<file path="config.mk">
export PLATFORM = sky130hd
export DESIGN_NAME = hesm_div255
export DESIGN_NICKNAME = d
export VERILOG_FILES = /design/src/design/hesm_pkg.sv /design/src/design/hesm_div255.sv
export SDC_FILE = /design/constraint.sdc
export NUM_CORES = 1
export LEC_CHECK = 0
export CORE_ASPECT_RATIO = 1.1
export CORE_UTILIZATION = 40
export DETAILED_ROUTE_END_ITERATION = 12
export DONT_BUFFER_PORTS = 1
export GPL_TIMING_DRIVEN = 0
export PLACE_DENSITY_LB_ADDON = 0.3
export SETUP_SLACK_MARGIN = 0.4
export SLEW_MARGIN = 10
export SYNTH_ARGS = -nofsm -noshare
export SYNTH_HDL_FRONTEND = slang
export SYNTH_SLANG_ARGS = --single-unit
</file>
<file path="constraint.sdc">
create_clock -name clk -period 6.05 [get_ports clk]
set_clock_uncertainty 0.1 [all_clocks]
set_input_delay 0.3025 -clock clk [delete_from_list [all_inputs] [get_ports clk]]
set_output_delay 0.3025 -clock clk [all_outputs]
set_load 0.01 [all_outputs]
</file>
<file path="src/design/hesm_pkg.sv">
// shared types, constants and command codes of the shade map unit
`default_nettype none
package hesm_pkg;

  localparam int MAX_POINTS  = 4096;
  localparam int TABLE_DEPTH = 256;
  localparam int AW = $clog2(MAX_POINTS);
  localparam int CW = $clog2(MAX_POINTS + 1);
  localparam int TW = $clog2(TABLE_DEPTH);
  localparam int UW = $clog2(TABLE_DEPTH + 1);
  localparam int SW = 64;
  localparam logic [7:0] SHADE_TOP = 8'd255;

  localparam logic [1:0] CMD_LOAD  = 2'd0;
  localparam logic [1:0] CMD_BUILD = 2'd1;
  localparam logic [1:0] CMD_MAP   = 2'd2;
  localparam logic [1:0] CMD_CLEAR = 2'd3;

  // request to the sequential divider and its answer
  typedef struct packed {
    logic          start;
    logic [SW-1:0] dividend;
  } div_req_t;

  typedef struct packed {
    logic          busy;
    logic          done;
    logic [SW-1:0] quotient;
  } div_rsp_t;

endpackage
`default_nettype wire

</file>
<file path="src/design/hesm_div255.sv">
// divide by 255 by folding base-256 digits, x = 256a + b gives x/255 = a + (a + b)/255
`default_nettype none
module hesm_div255
  import hesm_pkg::*;
(
  input  wire logic     clk,
  input  wire logic     rst,
  input  wire div_req_t req,
  output div_rsp_t      rsp
);

  logic [SW-1:0] quo;
  logic [SW-1:0] rest;
  logic          busy;
  logic          done;
  logic [SW-1:0] upper;
  logic [SW-1:0] fold;

  assign upper = rest >> 8;
  assign fold  = upper + SW'(rest[7:0]);

  always_ff @(posedge clk) begin
    done <= 1'b0;
    if (rst) begin
      busy <= 1'b0;
    end else if (req.start) begin
      busy <= 1'b1;
      quo  <= '0;
      rest <= req.dividend;
    end else if (busy) begin
      if (rest[SW-1:8] != '0) begin
        // move the upper digits into the quotient and fold them back in
        quo  <= quo + upper;
        rest <= fold;
      end else begin
        // remainder below 256: one more unit when it equals 255
        if (rest[7:0] == 8'd255) quo <= quo + SW'(1);
        busy <= 1'b0;
        done <= 1'b1;
      end
    end
  end

  assign rsp.busy     = busy;
  assign rsp.done     = done;
  assign rsp.quotient = quo;

endmodule
`default_nettype wire
</file>
==> run metrics <==
die area=25700 µm²; number of flops mapped to enable cells by yosys=128; Slew HR=40.5%; total number of H-tree levels=4; leading cell type in the layout, fill and taps excluded=edfxtp_1; Die Ht=168 µm; Crit Path Class=flop to flop; Main synth FF type=edfxtp_1; post-route cell area=11700 µm²; post-route ant nets=0; Synth area leader=edfxtp_1; number of port buffers=0; CTS Root Cell=clkbuf_16; total negative slack=0 ns; Hold Violations, Final=0; leakage=4.25 nW; Yosys cell types=75; top-area cell type share of the netlist area=38.3%; GRT Resource Usage Total=23.4%; WL final=29700 µm; via count=8780; FMAX=191 MHz; most frequent cells in the layout=edfxtp_1, nand2_1, nor2_1; WHS=0.00186 ns; DR pass1 iterations=5; crit path capture type=flop; IO Count=133; worst slew pin tran=0.891 ns; vias in the first global route=8549; post-synthesis sequential area ratio=38.7%; DRC Markers=0; Final #Nets=1332; yosys warns=0; initial core utilization=40.9%; R2R cell count=14; HP Class=input port to flop; peak supply drop=141 µV; power per cell area=267 nW/µm²; Worst-Skew Late Latency=0.43 ns; number of synthesized register bits=130; largest cells by area after synthesis=edfxtp_1, ha_1, xnor2_1; hold_sp=req[2]; Post-Syn Area per Cell=8.97 µm²; total power draw=0.00312 W; DR vias/cell=5.76; Post-Syn Area=10000 µm²; Syn Nets=1252; Critical R2R Capture=quo[49]; Syn-to-layout area delta=16.4%; DPL Wire Length=22800 µm; clock-pin slew on the worst setup and hold paths=0.06 ns; Max Slew Vio Count=0; CTS sink cnt=130; Core Rows=60; max-capacitance violation count=0; clk buf depth=2; startpoint types=flop; CTS tree=built; Worst Hold End=rest[2]; Avg WL per Cell=19.5 µm; first-pass GRT wire length=46900 µm; RSZ-0062 raised after global routing=no; largest net degree at the start of global routing=32; Worst Path Required=6.13 ns; reg-to-reg startpoint=rest[33]; Post-DP Area=10500 µm²; R2R setup slack=0.81 ns; CP Max Fanout=6; total gr overflow=0; worst path arrival time=5.31 ns; Die Span X=153 µm; Async SR Flop Fraction=0%; Final GP Congestion=0.913; total core area=24500 µm²; Util after Layout=47.6%; cts bufs inserted=17; initial antenna violation count=2; Hold Path Depth=2; first-iteration detailed-routing DRC count=601; share of cells above drive strength 1=6.27%; Final Critical Period=5.24 ns; Cells after Synth=1119; final setup vio count=0; outcome=finished clean; final cycle utilization of the critical path=86.5%
==> repair_timing <==
action | in CTS | in global routing
endpoints found under the hold margin | 58 | 0
hold buffers | 57 | 0
resized for setup | 1 | 1
setup buffers | 0 | 0
setup endpoints to repair | 1 | 1
==> routing by layer <==
| metal | up-vias | part of all wire (%) | wire length [µm] | global-route usage, % |
|---|---|---|---|---|
| met5 | - | 0 | 0 | 0 |
| met2 | 292 | 48 | 14400 | 39.3 |
| li1 | 4234 | - | - | - |
| met1 | 4190 | 42 | 12600 | 28.9 |
| met4 | 0 | 3.4 | 995 | 10.6 |
| met3 | 64 | 5.8 | 1730 | 4.79 |
==> Yosys cell counts, drive strengths merged, types with 5 or more instances <==
master  count
o21bai     12
o21a        8
o211ai      5
or3         7
inv        34
o21ai      97
nor3       23
xnor2      63
nand2b      5
a21oi      65
nor2      104
ha         64
and4        8
buf        11
nand4      26
mux2        5
a21o       27
a31oi      15
and2       15
nor2b      10
clkbuf     92
nand2     111
nand3      31
xor2       41
and3       12
nor4       29
edfxtp    128
==> kinds of logic (layout without fill, tap and decap cells) <==
group	count (synthesis)	after routing	synth area share, %
buf+inv	138	231	5.56
simple gates	396	396	20.2
compound gates	280	280	17.5
fa+ha+maj	66	66	8.37
other cells	0	2	0
flops	130	130	38.7
xor+xnor	104	104	9.07
mux	5	5	0.561
==> registers in the layout, summed over array words and instances (netlist names) <==
register and flops:
busy 1, rest 64, done 1, quo 64
==> power by group <==
group	internal (W)	switching, W
logic	0.000357	0.000513
clock network	0.000639	0.000396
registers	0.00111	0.000107
total	0.00210	0.00102
==> final cells by class <==
type | instances | area (µm²)
Multi-Input combinational cell | 851 | 5620
Sequential cell | 130 | 3880
Buffer | 104 | 430
Clock buffer | 19 | 433
Timing Repair Buffer | 61 | 658
Inverter | 34 | 128
Antenna cell | 2 | 5.00
Fill cell | 2292 | 12900
Clock inverter | 13 | 143
Tap cell | 310 | 388
==> through the flow <==
stage | std cells | setup slack, ns
finish | 1524 | 0.814
global placement | 1429 | 0.0275
CTS | 1522 | 0.556
floorplan | 1119 | 1.82
detailed placement | 1433 | 0.300
global route | 1524 | 0.508
==> critical path, stage by stage, from the launching register on <==
cell       delay [ns]
edfxtp_1         0.50
nor4_1           0.47
nand4_1          0.15
or4_1            0.66
nand2b_1         0.16
ha_1             0.19
a21oi_1          0.10
nor2_1           0.17
o211ai_1         0.25
a2111oi_2        0.62
nor2_1           0.24
o31ai_1          0.54
a21oi_1          0.20
o21ai_0          0.26
mux2_2           0.36
==> worst max-delay path by stage <==
stage / cells after the start / to / slack (ns) / start
after CTS: 14 / quo[49] / 0.56 / rest[33]
after detailed placement: 14 / quo[49] / 0.30 / rest[16]
final: 14 / quo[49] / 0.81 / rest[33]
after floorplan: 6 / quo[0] / 1.82 / rest[41]
after global placement: 4 / quo[29] / 0.03 / req[64]
after global routing: 14 / quo[49] / 0.51 / rest[16]
No activity file was read; power rests on OpenSTA's default activity.
